<file path="src/rtl/crfp_pkg.sv">
package crfp_pkg;

  // fixed field widths
  localparam int unsigned ByteW    = 8;
  localparam int unsigned CountW   = 4;
  localparam int unsigned Slots    = 5;
  localparam int unsigned CfgIdxW  = 2;
  localparam int unsigned OutDataW = 40;

  // first frame byte that lands in the payload store, and counter ceiling
  localparam logic [CountW-1:0] PayloadFirst = 4'd2;
  localparam logic [CountW-1:0] CountMax     = 4'd15;

  // register indexes on the config port
  localparam logic [CfgIdxW-1:0] RegHeaderFirst  = 2'd0;
  localparam logic [CfgIdxW-1:0] RegHeaderSecond = 2'd1;
  localparam logic [CfgIdxW-1:0] RegEndMarker    = 2'd2;

  // register reset values
  localparam logic [ByteW-1:0] HeaderFirstRst  = 8'h2C;
  localparam logic [ByteW-1:0] HeaderSecondRst = 8'h12;
  localparam logic [ByteW-1:0] EndMarkerRst    = 8'h5B;

  // parser phase, one-hot
  typedef enum logic [2:0] {
    PH_HDR1    = 3'b001,
    PH_HDR2    = 3'b010,
    PH_PAYLOAD = 3'b100
  } phase_e;

  typedef struct packed {
    logic [ByteW-1:0] header_first;
    logic [ByteW-1:0] header_second;
    logic [ByteW-1:0] end_marker;
  } cfg_t;

  typedef struct packed {
    logic [15:0]      y_position;
    logic [15:0]      x_position;
    logic [ByteW-1:0] color_code;
  } result_t;

endpackage

</file>
<file path="src/rtl/crfp_parser.sv">
module crfp_parser #(
  parameter int unsigned FRAME_BYTES = 8
) (
  input  logic                      clk_i,
  input  logic                      rst_ni,
  input  logic                      step_i,
  input  logic [7:0]                rx_byte_i,
  input  crfp_pkg::cfg_t            cfg_i,
  output logic                      emit_o,
  output crfp_pkg::result_t         result_o
);
  import crfp_pkg::*;

  localparam logic [CountW-1:0] FrameBytesC = CountW'(FRAME_BYTES);

  phase_e              phase_q, phase_d;
  logic [CountW-1:0]   count_q, count_d;
  logic [ByteW-1:0]    store_q [Slots];
  logic [ByteW-1:0]    store_d [Slots];
  logic [CountW-1:0]   count_inc;
  logic                frame_end;

  // next state of the frame parser
  always_comb begin
    phase_d   = phase_q;
    count_d   = count_q;
    store_d   = store_q;
    emit_o    = 1'b0;
    count_inc = (count_q < CountMax) ? count_q + 4'd1 : count_q;
    frame_end = (count_inc >= FrameBytesC) || (count_inc == CountMax)
                || (rx_byte_i == cfg_i.end_marker);
    case (phase_q)
      PH_HDR1: begin
        if (rx_byte_i == cfg_i.header_first) begin
          phase_d = PH_HDR2;
          count_d = 4'd1;
        end else begin
          count_d = '0;
          for (int i = 0; i < Slots; i++) store_d[i] = '0;
        end
      end
      PH_HDR2: begin
        if (rx_byte_i == cfg_i.header_second) begin
          phase_d = PH_PAYLOAD;
          count_d = 4'd2;
        end else begin
          phase_d = PH_HDR1;
          count_d = '0;
          for (int i = 0; i < Slots; i++) store_d[i] = '0;
        end
      end
      PH_PAYLOAD: begin
        // frame bytes past the last slot are counted only
        for (int i = 0; i < Slots; i++) begin
          if (count_q == PayloadFirst + CountW'(i)) store_d[i] = rx_byte_i;
        end
        count_d = count_inc;
        if (frame_end) begin
          emit_o  = 1'b1;
          phase_d = PH_HDR1;
          count_d = '0;
        end
      end
      default: begin
        phase_d = PH_HDR1;
        count_d = '0;
        for (int i = 0; i < Slots; i++) store_d[i] = '0;
      end
    endcase
  end

  // result built from the store including this beat
  assign result_o.color_code = store_d[0];
  assign result_o.x_position = {store_d[1], store_d[2]};
  assign result_o.y_position = {store_d[3], store_d[4]};

  // parser state registers
  always_ff @(posedge clk_i or negedge rst_ni) begin
    if (!rst_ni) begin
      phase_q <= PH_HDR1;
      count_q <= '0;
      for (int i = 0; i < Slots; i++) store_q[i] <= '0;
    end else if (step_i) begin
      phase_q <= phase_d;
      count_q <= count_d;
      store_q <= store_d;
    end
  end

endmodule

</file>
<file path="src/rtl/camera_result_frame_parser_top.sv">
// Camera result frame parser. Each input beat carries one received byte. A
// frame is the header_first byte, the header_second byte, then payload; it
// ends when the byte count (headers included) reaches FRAME_BYTES (7 to 10),
// when the count reaches 15, or on an end_marker byte, which is itself
// stored. Each finished frame yields one output beat: color code and
// big-endian x and y from the five payload slots; slots not written in this
// frame keep older values, and any header mismatch clears them. A byte is
// registered at the input, then decoded and its result loaded into the
// output register, so a byte goes in every cycle while the sink takes results.
// One byte can wait in the input register while a result is held by the sink.
// Registers are to be written on the config port only while the block is idle;
// the block itself does not enforce this.
module camera_result_frame_parser_top #(
  parameter int unsigned FRAME_BYTES = 8
) (
  input  logic        clk_i,
  input  logic        rst_ni,
  // config write port
  input  logic        cfg_we_i,
  input  logic [1:0]  cfg_idx_i,
  input  logic [7:0]  cfg_data_i,
  // input byte stream
  input  logic        s_axis_tvalid,
  output logic        s_axis_tready,
  input  logic [7:0]  s_axis_tdata,   // [7:0] rx_byte
  // result stream
  output logic        m_axis_tvalid,
  input  logic        m_axis_tready,
  output logic [39:0] m_axis_tdata    // [7:0] color_code, [23:8] x_position,
                                      // [39:24] y_position
);
  import crfp_pkg::*;

  cfg_t              cfg_q;
  logic              in_valid_q;
  logic [ByteW-1:0]  in_byte_q;
  logic              out_valid_q, out_valid_d;
  result_t           out_data_q;
  logic              advance;
  logic              emit;
  result_t           result;

  // config registers
  always_ff @(posedge clk_i or negedge rst_ni) begin
    if (!rst_ni) begin
      cfg_q.header_first  <= HeaderFirstRst;
      cfg_q.header_second <= HeaderSecondRst;
      cfg_q.end_marker    <= EndMarkerRst;
    end else if (cfg_we_i) begin
      case (cfg_idx_i)
        RegHeaderFirst:  cfg_q.header_first  <= cfg_data_i;
        RegHeaderSecond: cfg_q.header_second <= cfg_data_i;
        RegEndMarker:    cfg_q.end_marker    <= cfg_data_i;
        default: ;
      endcase
    end
  end

  // input stage moves on when the output register is free or draining
  assign advance       = in_valid_q && (!out_valid_q || m_axis_tready);
  assign s_axis_tready = !in_valid_q || advance;

  always_ff @(posedge clk_i or negedge rst_ni) begin
    if (!rst_ni) begin
      in_valid_q <= 1'b0;
    end else if (s_axis_tready) begin
      in_valid_q <= s_axis_tvalid;
    end
  end

  always_ff @(posedge clk_i) begin
    if (s_axis_tready && s_axis_tvalid) in_byte_q <= s_axis_tdata;
  end

  crfp_parser #(
    .FRAME_BYTES(FRAME_BYTES)
  ) u_parser (
    .clk_i    (clk_i),
    .rst_ni   (rst_ni),
    .step_i   (advance),
    .rx_byte_i(in_byte_q),
    .cfg_i    (cfg_q),
    .emit_o   (emit),
    .result_o (result)
  );

  // output register
  always_comb begin
    out_valid_d = out_valid_q;
    if (out_valid_q && m_axis_tready) out_valid_d = 1'b0;
    if (advance && emit) out_valid_d = 1'b1;
  end

  always_ff @(posedge clk_i or negedge rst_ni) begin
    if (!rst_ni) begin
      out_valid_q <= 1'b0;
    end else begin
      out_valid_q <= out_valid_d;
    end
  end

  always_ff @(posedge clk_i) begin
    if (advance && emit) out_data_q <= result;
  end

  assign m_axis_tvalid = out_valid_q;
  assign m_axis_tdata  = OutDataW'(out_data_q);

endmodule

</file>
<file path="config.mk">
export PLATFORM = sky130hd
export DESIGN_NAME = camera_result_frame_parser_top
export DESIGN_NICKNAME = d
export VERILOG_FILES = /design/src/rtl/crfp_pkg.sv /design/src/rtl/crfp_parser.sv /design/src/rtl/camera_result_frame_parser_top.sv
export SDC_FILE = /design/constraint.sdc
export NUM_CORES = 1
export LEC_CHECK = 0
export BUFFER_PORTS_ARGS = -buffer_cell sky130_fd_sc_hd__buf_2
export CAP_MARGIN = 40
export CORE_MARGIN = 10
export CORE_UTILIZATION = 50
export DETAILED_ROUTE_END_ITERATION = 10
export GPL_ROUTABILITY_DRIVEN = 1
export GPL_TIMING_DRIVEN = 0
export PLACE_DENSITY = 0.8
export SYNTH_ARGS = -nofsm -noshare
export SYNTH_HDL_FRONTEND = slang
export SYNTH_SLANG_ARGS = --single-unit
</file>
<file path="constraint.sdc">
create_clock -name clk_i -period 5 [get_ports clk_i]
set_clock_uncertainty 0.1 [all_clocks]
set_input_delay 1 -clock clk_i [delete_from_list [all_inputs] [get_ports clk_i]]
set_output_delay 1 -clock clk_i [all_outputs]
set_load 0.005 [all_outputs]
</file>
==> flow_metrics.py, run 1 <==
metrics = {
    "clocking": {
        "clk_latency_ns": 0.42,
        "htree_levels": 4,
        "cts-hold-fix-buffers": 0,
        "numCtsBuffers": 17,
        "cts_sinks": 121,
        "cts_buffer_depth": 2,
        "clkTransAtPathRegs_ns": 0.05,
        "tritoncts": "yes",
        "cts_root_buffer": "clkbuf_16",
        "cts-resized-gates": 0,
        "cts_setup_buffers": 0,
    },
    "final_layout": {
        "final_common_cell": "a21oi_1",
        "nets": 603,
        "fill_cells": 894,
        "final_cell_mix": "a21oi_1 (82), buf_2 (81), dfrtp_1 (62), edfxtp_1 (48), a211oi_2 (43)",
        "syn_to_final_growth_pct": 18.5,
        "drive_gt1_share_pct": 37.2,
        "diodes": 0,
    },
    "detailed_routing": {
        "drt_iter0_drc": 431,
        "vias": 4505,
        "final_antenna_net_count": 0,
        "first_pass_iters": 6,
        "wire_per_inst_um": 21.2,
        "drc": 0,
        "via_per_inst": 6.15,
        "wl_um": 15600,
    },
    "global_routing": {
        "top_usage_layer": "met2",
        "grt_max_degree": 63,
        "grt_use_total_pct": 19.2,
        "antenna_found_initial": 0,
        "grtUsageMet3_pct": 6.32,
        "grt-ovfl-total": 0,
        "use_met1_pct": 22.3,
        "grt_first_pass_wirelength_um": 24900,
        "grt_use_met2_pct": 31.0,
        "grt_pass1_vias": 4717,
    },
    "place": {
        "numPortBuffers": 64,
        "pre_cts_slack_ns": 1.99,
        "gp_congestion": 0.905,
        "dp_hpwl_um": 10400,
    },
    "timing": {
        "period_share_pct": 51.1,
        "final.setup.tns_ns": 0,
        "setup_viol": 0,
        "maxSlewHeadroom_pct": 55.8,
        "rsz0062_at_grt": "false",
        "min_period_ns": 2.56,
        "tightestPinTransition_ns": 0.659,
        "hold_viol": 0,
        "max_freq_mhz": 391,
        "final.setup.worst_slack_ns": 2.44,
        "slew_violations": 0,
    },
    "floorplan": {
        "placementRows": 39,
        "ios": 65,
        "start_util_pct": 51.8,
        "chipWidth_um": 130,
        "die_area_um2": 16800,
        "coreArea_um2": 11600,
        "die_y_um": 130,
    },
    "critical_path": {
        "r2r_cells": 5,
        "r2r-end": "m_axis_tdata[35]$_DFFE_PP_",
        "path_class": "in2out",
        "cp.required_ns": 3.90,
        "worst_ep_arrival_time_ns": 1.46,
        "r2r_start": "u_parser.phase_q[1]$_DFFE_PN0P_",
        "end_kind": "primary output",
        "reg2reg_slack_ns": 2.61,
        "critPathMaxFanout": 3,
        "crit_path_start_kind": "input pin",
    },
    "synth": {
        "ys_ff_latch": 121,
        "netlist_area_um2": 6000,
        "syn-num-nets": 517,
        "synth_area_per_cell_um2": 12.2,
        "yosysSeqAreaShare_pct": 54.7,
        "syn_inst": 490,
        "synth.distinct_cells": 37,
        "yosysWarnings": 0,
    },
    "flow_run": {
        "maxCapViolCount": 0,
    },
    "power": {
        "p_leak_nw": 2.45,
        "power_density_nw_per_um2": 347,
        "ir_drop_mv": 0.345,
    },
    "worst_hold_path": {
        "hp-class": "in2async",
    },
    "outcome": {
        "status": "finished, final reports clean",
    },
}
## state kept, by name, summed over array words and instances, names as in the netlist
register,count
cfg_q,24
u_parser.count_q,4
in_valid_q,1
u_parser.store_q,40
in_byte_q,8
m_axis_tdata,40
u_parser.phase_q,3
m_axis_tvalid,1
## per-layer routing
metal  part of all wire [%]  wire [um]  up-vias
met5                      0          0        -
met4                    3.6        566        0
met3                    9.8       1530       53
met2                     48       7450      241
met1                     39       6010     2176
li1                       -          -     2035
## where the power goes
group / total (mW) / internal (mW) / switching (mW)
registers: 1.11 / 1.08 / 0.0297
logic: 0.190 / 0.0859 / 0.104
clock network: 1.16 / 0.735 / 0.429
## cell families (layout without fill, tap and decap cells)
logic type	count (synthesis)	count (layout)	share of synthesized area (%)
fa+ha+maj	4	4	0.835
mux	29	29	5.40
compound gates	210	210	24.7
buf+inv	45	144	4.82
flops	121	121	54.7
xor+xnor	25	25	3.65
simple gates	56	56	5.80
## worst max-delay path, cell delays in order
cell,delay (ns)
buf_2,0.10
nand3b_1,0.20
buf_2,0.16
## synthesized netlist by cell type
cell / n / share of area, %
a21oi_1: 82 / 6.8
dfrtp_1: 62 / 26
edfxtp_1: 48 / 24
a211oi_2: 43 / 9.0
o21ai_0: 42 / 3.5
a211oi_1: 37 / 4.6
mux2_2: 27 / 5.1
xnor2_1: 25 / 3.7
buf_2: 17 / 1.4
buf_6: 11 / 2.1
dfstp_2: 11 / 4.8
nand2_1: 10 / 0.63
clkbuf_1: 9 / 0.56
nor2_1: 8 / 0.50
nand3_1: 5 / 0.42
nand4_1: 5 / 0.52
and2_1: 4 / 0.42
buf_4: 4 / 0.50
ha_1: 4 / 0.83
nor3_2: 4 / 0.67
and3_1: 3 / 0.31
inv_1: 3 / 0.19
nand2b_1: 3 / 0.31
nand3b_1: 3 / 0.38
nor3b_2: 3 / 0.63
o21bai_1: 3 / 0.38
mux2i_1: 2 / 0.33
nor2_2: 2 / 0.21
nor3_1: 2 / 0.17
a22o_1: 1 / 0.15
and2_4: 1 / 0.15
and2b_1: 1 / 0.13
clkbuf_2: 1 / 0.083
nand2_2: 1 / 0.10
nor3_4: 1 / 0.27
o211ai_1: 1 / 0.13
o311ai_0: 1 / 0.15
## worst max-delay path by stage
stage          depth (start not counted)                         end                            start
6_report                               3               s_axis_tready                    m_axis_tready
5_1_grt                                3               s_axis_tready                    m_axis_tready
4_1_cts                                4   m_axis_tdata[8]$_DFFE_PP_  u_parser.phase_q[1]$_DFFE_PN0P_
3_5_place_dp                           5  m_axis_tdata[12]$_DFFE_PP_                    m_axis_tready
3_3_place_gp                           5  m_axis_tdata[12]$_DFFE_PP_                    m_axis_tready
2_1_floorplan                          4   m_axis_tdata[0]$_DFFE_PP_                    m_axis_tready
## final cells by class
class                           count  area, um2  share of cell area (%)
Sequential cell                   121       3280                    46.2
Multi-Input combinational cell    324       2430                    34.1
Clock buffer                       21        450                    6.34
Timing Repair Buffer               67        375                    5.28
Buffer                             42        278                    3.91
Tap cell                          143        179                    2.52
Clock inverter                     11        105                    1.48
Inverter                            3       11.3                   0.158
## through the flow
| step | cell area, um2 | util, % | power, mW | hold WS [ns] | std cells |
|---|---|---|---|---|---|
| final | 7110 | 61.5 | 2.47 | 0.324 | 732 |
| after global routing | 7110 | 61.5 | 2.54 | 0.330 | 732 |
| after CTS | 7090 | 61.3 | 2.48 | 0.323 | 731 |
| after detailed placement | 6530 | 56.5 | 1.32 | 0.421 | 699 |
| after global placement | 6490 | 56.2 | 1.31 | 0.412 | 697 |
| after floorplan | 6000 | - | 1.25 | 0.401 | 490 |
(Power assumes the default switching activity.)
==> run 2, diff against run 1 <==
--- a/config.mk
+++ b/config.mk
@@ -5,6 +5,7 @@
 export SDC_FILE = /design/constraint.sdc
 export NUM_CORES = 1
 export LEC_CHECK = 0
+export ABC_AREA = 1
 export BUFFER_PORTS_ARGS = -buffer_cell sky130_fd_sc_hd__buf_2
 export CAP_MARGIN = 40
 export CORE_MARGIN = 10
@@ -12,7 +13,7 @@
 export DETAILED_ROUTE_END_ITERATION = 10
 export GPL_ROUTABILITY_DRIVEN = 1
 export GPL_TIMING_DRIVEN = 0
-export PLACE_DENSITY = 0.8
+export PLACE_DENSITY = 0.79
 export SYNTH_ARGS = -nofsm -noshare
 export SYNTH_HDL_FRONTEND = slang
 export SYNTH_SLANG_ARGS = --single-unit
==> constraint.sdc (replaced) <==
create_clock -name clk_i -period 2.55 [get_ports clk_i]
set_clock_uncertainty 0.1 [all_clocks]
set_input_delay 0.51 -clock clk_i [delete_from_list [all_inputs] [get_ports clk_i]]
set_output_delay 0.51 -clock clk_i [all_outputs]
set_load 0.005 [all_outputs]
==> flow_metrics.py, run 2 <==
metrics = {
    "floorplan": {
        "coreArea_um2": 12600,
        "placementRows": 41,
        "die_y_um": 133,
        "die_area_um2": 17800,
        "start_util_pct": 50.8,
        "ios": 65,
        "chipWidth_um": 133,
    },
    "synth": {
        "synth_area_per_cell_um2": 8.05,
        "yosysWarnings": 0,
        "ys_ff_latch": 121,
        "yosysTopAreaCellShare_pct": 24.2,
        "yosys.cell_count.top_type": "nand2_1",
        "ys.flop_type": "dfrtp_1",
        "syn_inst": 797,
        "synth_common_cells": "nand2_1 (261), nand3_1 (130), inv_1 (77)",
        "synth.area.top_cells": "dfrtp_1 (24%), edfxtp_1 (22%), nand2_1 (15%), nand3_1 (10%), dfstp_2 (4.5%)",
        "netlist_area_um2": 6420,
        "synthArstFlopShare_pct": 60.3,
        "synth.distinct_cells": 26,
        "syn-num-nets": 824,
        "yosysSeqAreaShare_pct": 51.2,
        "synth_edf_count": 48,
        "synth_largest_area_cell": "dfrtp_1",
    },
    "timing": {
        "slew_violations": 0,
        "max_freq_mhz": 425,
        "maxSlewHeadroom_pct": 57.9,
        "setup_viol": 0,
        "tightestPinTransition_ns": 0.631,
        "period_share_pct": 92.2,
        "whs_ns": 0.158,
        "hold_viol": 0,
        "final.setup.tns_ns": 0,
        "rsz0062_at_grt": "false",
        "min_period_ns": 2.35,
    },
    "global_routing": {
        "grt-ovfl-total": 0,
        "grt_max_degree": 41,
        "grt_use_total_pct": 19.6,
        "grt_pass1_vias": 5481,
        "antenna_found_initial": 0,
        "grt_first_pass_wirelength_um": 27800,
    },
    "detailed_routing": {
        "via_per_inst": 5.29,
        "first_pass_iters": 5,
        "drc": 0,
        "drt_iter0_drc": 623,
        "wire_per_inst_um": 16.0,
        "final_antenna_net_count": 0,
        "wl_um": 17100,
        "vias": 5664,
    },
    "place": {
        "dp_hpwl_um": 11400,
        "place_area_um2": 6980,
        "gp_congestion": 0.953,
        "numPortBuffers": 64,
    },
    "clocking": {
        "clk_latency_ns": 0.43,
        "cts_sinks": 121,
        "tritoncts": "yes",
        "cts_root_buffer": "clkbuf_16",
        "htree_levels": 4,
        "clkTransAtPathRegs_ns": 0.06,
        "cts_buffer_depth": 2,
        "numCtsBuffers": 17,
    },
    "critical_path": {
        "reg2reg_slack_ns": 0.20,
        "critical_path.cell_chain": "a21boi_1 > clkbuf_2 > nand3_2 > clkinvlp_4",
        "end_kind": "register",
        "cp_slowest_cell": "a21boi_1",
        "r2r_cells": 4,
        "cp.required_ns": 2.56,
        "crit_path_start_kind": "register",
        "critPathMaxFanout": 10,
        "path_class": "reg2reg",
        "worst_ep_arrival_time_ns": 2.36,
        "slowest_delay_ns": 0.49,
    },
    "final_layout": {
        "stdcell_area_um2": 7640,
        "final_cell_mix": "nand2_1 (261), nand3_1 (129), buf_2 (82), inv_1 (76), dfrtp_1 (62)",
        "syn_to_final_growth_pct": 19.0,
        "final_common_cell": "nand2_1",
        "nets": 912,
        "drive_gt1_share_pct": 17.8,
        "diodes": 0,
    },
    "outcome": {
        "status": "finished, final reports clean",
    },
    "worst_hold_path": {
        "hp-class": "in2reg",
        "hold_depth": 1,
    },
    "power": {
        "switchingPower_mw": 1.42,
        "netSwitchingFraction_pct": 26.4,
        "clkPwrFrac_pct": 47.0,
        "seqPwrFrac_pct": 40.9,
        "p_int_mw": 3.95,
        "ir_drop_mv": 0.425,
        "p_leak_nw": 3.44,
        "p_comb_share_pct": 12.1,
        "power_density_nw_per_um2": 704,
    },
    "flow_run": {
        "maxCapViolCount": 0,
    },
}
## run 2: cell types whose count changed in the layout (fill, tap and decap cells not counted), moves of 11 or more
| cell | previous run | this run |
|---|---|---|
| nand2_1 | 10 | 261 |
| nand3_1 | 5 | 129 |
| inv_1 | 3 | 76 |
| a211oi_2 | 43 | 0 |
| a21oi_1 | 82 | 41 |
| a211oi_1 | 37 | 0 |
| and2_1 | 4 | 40 |
| mux2_2 | 27 | 0 |
| o21ai_0 | 42 | 26 |
| xnor2_1 | 25 | 9 |
| buf_6 | 11 | 0 |
## run 2: logic make-up (layout without fill, tap and decap cells)
logic type,after synthesis,after routing,synth area share [%]
adder cells (fa/ha/maj),4,4,0.780
AND/OR/NAND/NOR,460,460,32.4
XOR/XNOR,9,9,1.23
multiplexers,1,1,0.156
flip-flops,121,121,51.2
AO/OA/AOI/OAI,69,69,5.42
buffers and inverters,133,234,8.85
## run 2: per-layer routing
metal  vias to the layer above  routed length, um  GRT usage (%)
li1                       2733                  -              -
met1                      2593               6940           24.1
met2                       282               7720           30.4
met3                        56               1670           5.98
met4                         0                782           10.5
met5                         -                  0              0
## run 2: power groups by stage
stage	clock [mW]	sequential, mW	combinational (mW)
floorplan	0	2.22	0.411
global placement	0	2.23	0.621
detailed placement	0	2.23	0.634
CTS	2.54	2.20	0.640
global route	2.63	2.21	0.715
finish	2.52	2.20	0.651
## run 2: what timing repair did
item	4_1_cts	5_1_grt
setup buffers	0	0
gates cloned	1	2
hold buffers	1	0
endpoints found under the hold margin	32	0
endpoints found under the setup margin	40	40
resized for setup	1	5
## run 2: final cells by class
cell class	count	area [um2]
Buffer	46	243
Clock buffer	20	447
Clock inverter	12	174
Fill cell	1143	4980
Inverter	87	330
Multi-Input combinational cell	543	2570
Sequential cell	121	3280
Tap cell	172	215
Timing Repair Buffer	66	353
Timing Repair inverter	3	22.5
## run 2: through the flow
stage,util [%],total power [mW],worst slack [ns],instances
2_1_floorplan,-,2.63,0.315,797
3_3_place_gp,55.1,2.85,-0.285,1033
3_5_place_dp,55.3,2.87,-0.312,1034
4_1_cts,60.4,5.38,0.0209,1068
5_1_grt,60.5,5.56,0.0367,1070
6_report,60.5,5.37,0.198,1070
## run 2: path summary, 6_finish.rpt
path | start | to
setup / recovery | m_axis_tvalid$_DFFE_PN0P_ | m_axis_tdata[29]$_DFFE_PP_
min in group asynchronous | rst_ni | u_parser.store_q[13]$_DFFE_PN0P_
hold / removal | s_axis_tdata[4] | in_byte_q[4]$_DFFE_PP_
setup reg to reg | m_axis_tvalid$_DFFE_PN0P_ | m_axis_tdata[29]$_DFFE_PP_
max in group asynchronous | rst_ni | cfg_q[0]$_DFFE_PN1P_
hold reg to reg | u_parser.store_q[3]$_DFFE_PN0P_ | u_parser.store_q[3]$_DFFE_PN0P_
## run 2: critical path, delay by kind of cell, from the launching register on
family	cells	cell delay, ns
AOI/OAI and AO/OA	1	0.49
buffers and inverters	2	0.73
DFF	1	0.39
and+or+nand+nor	1	0.31
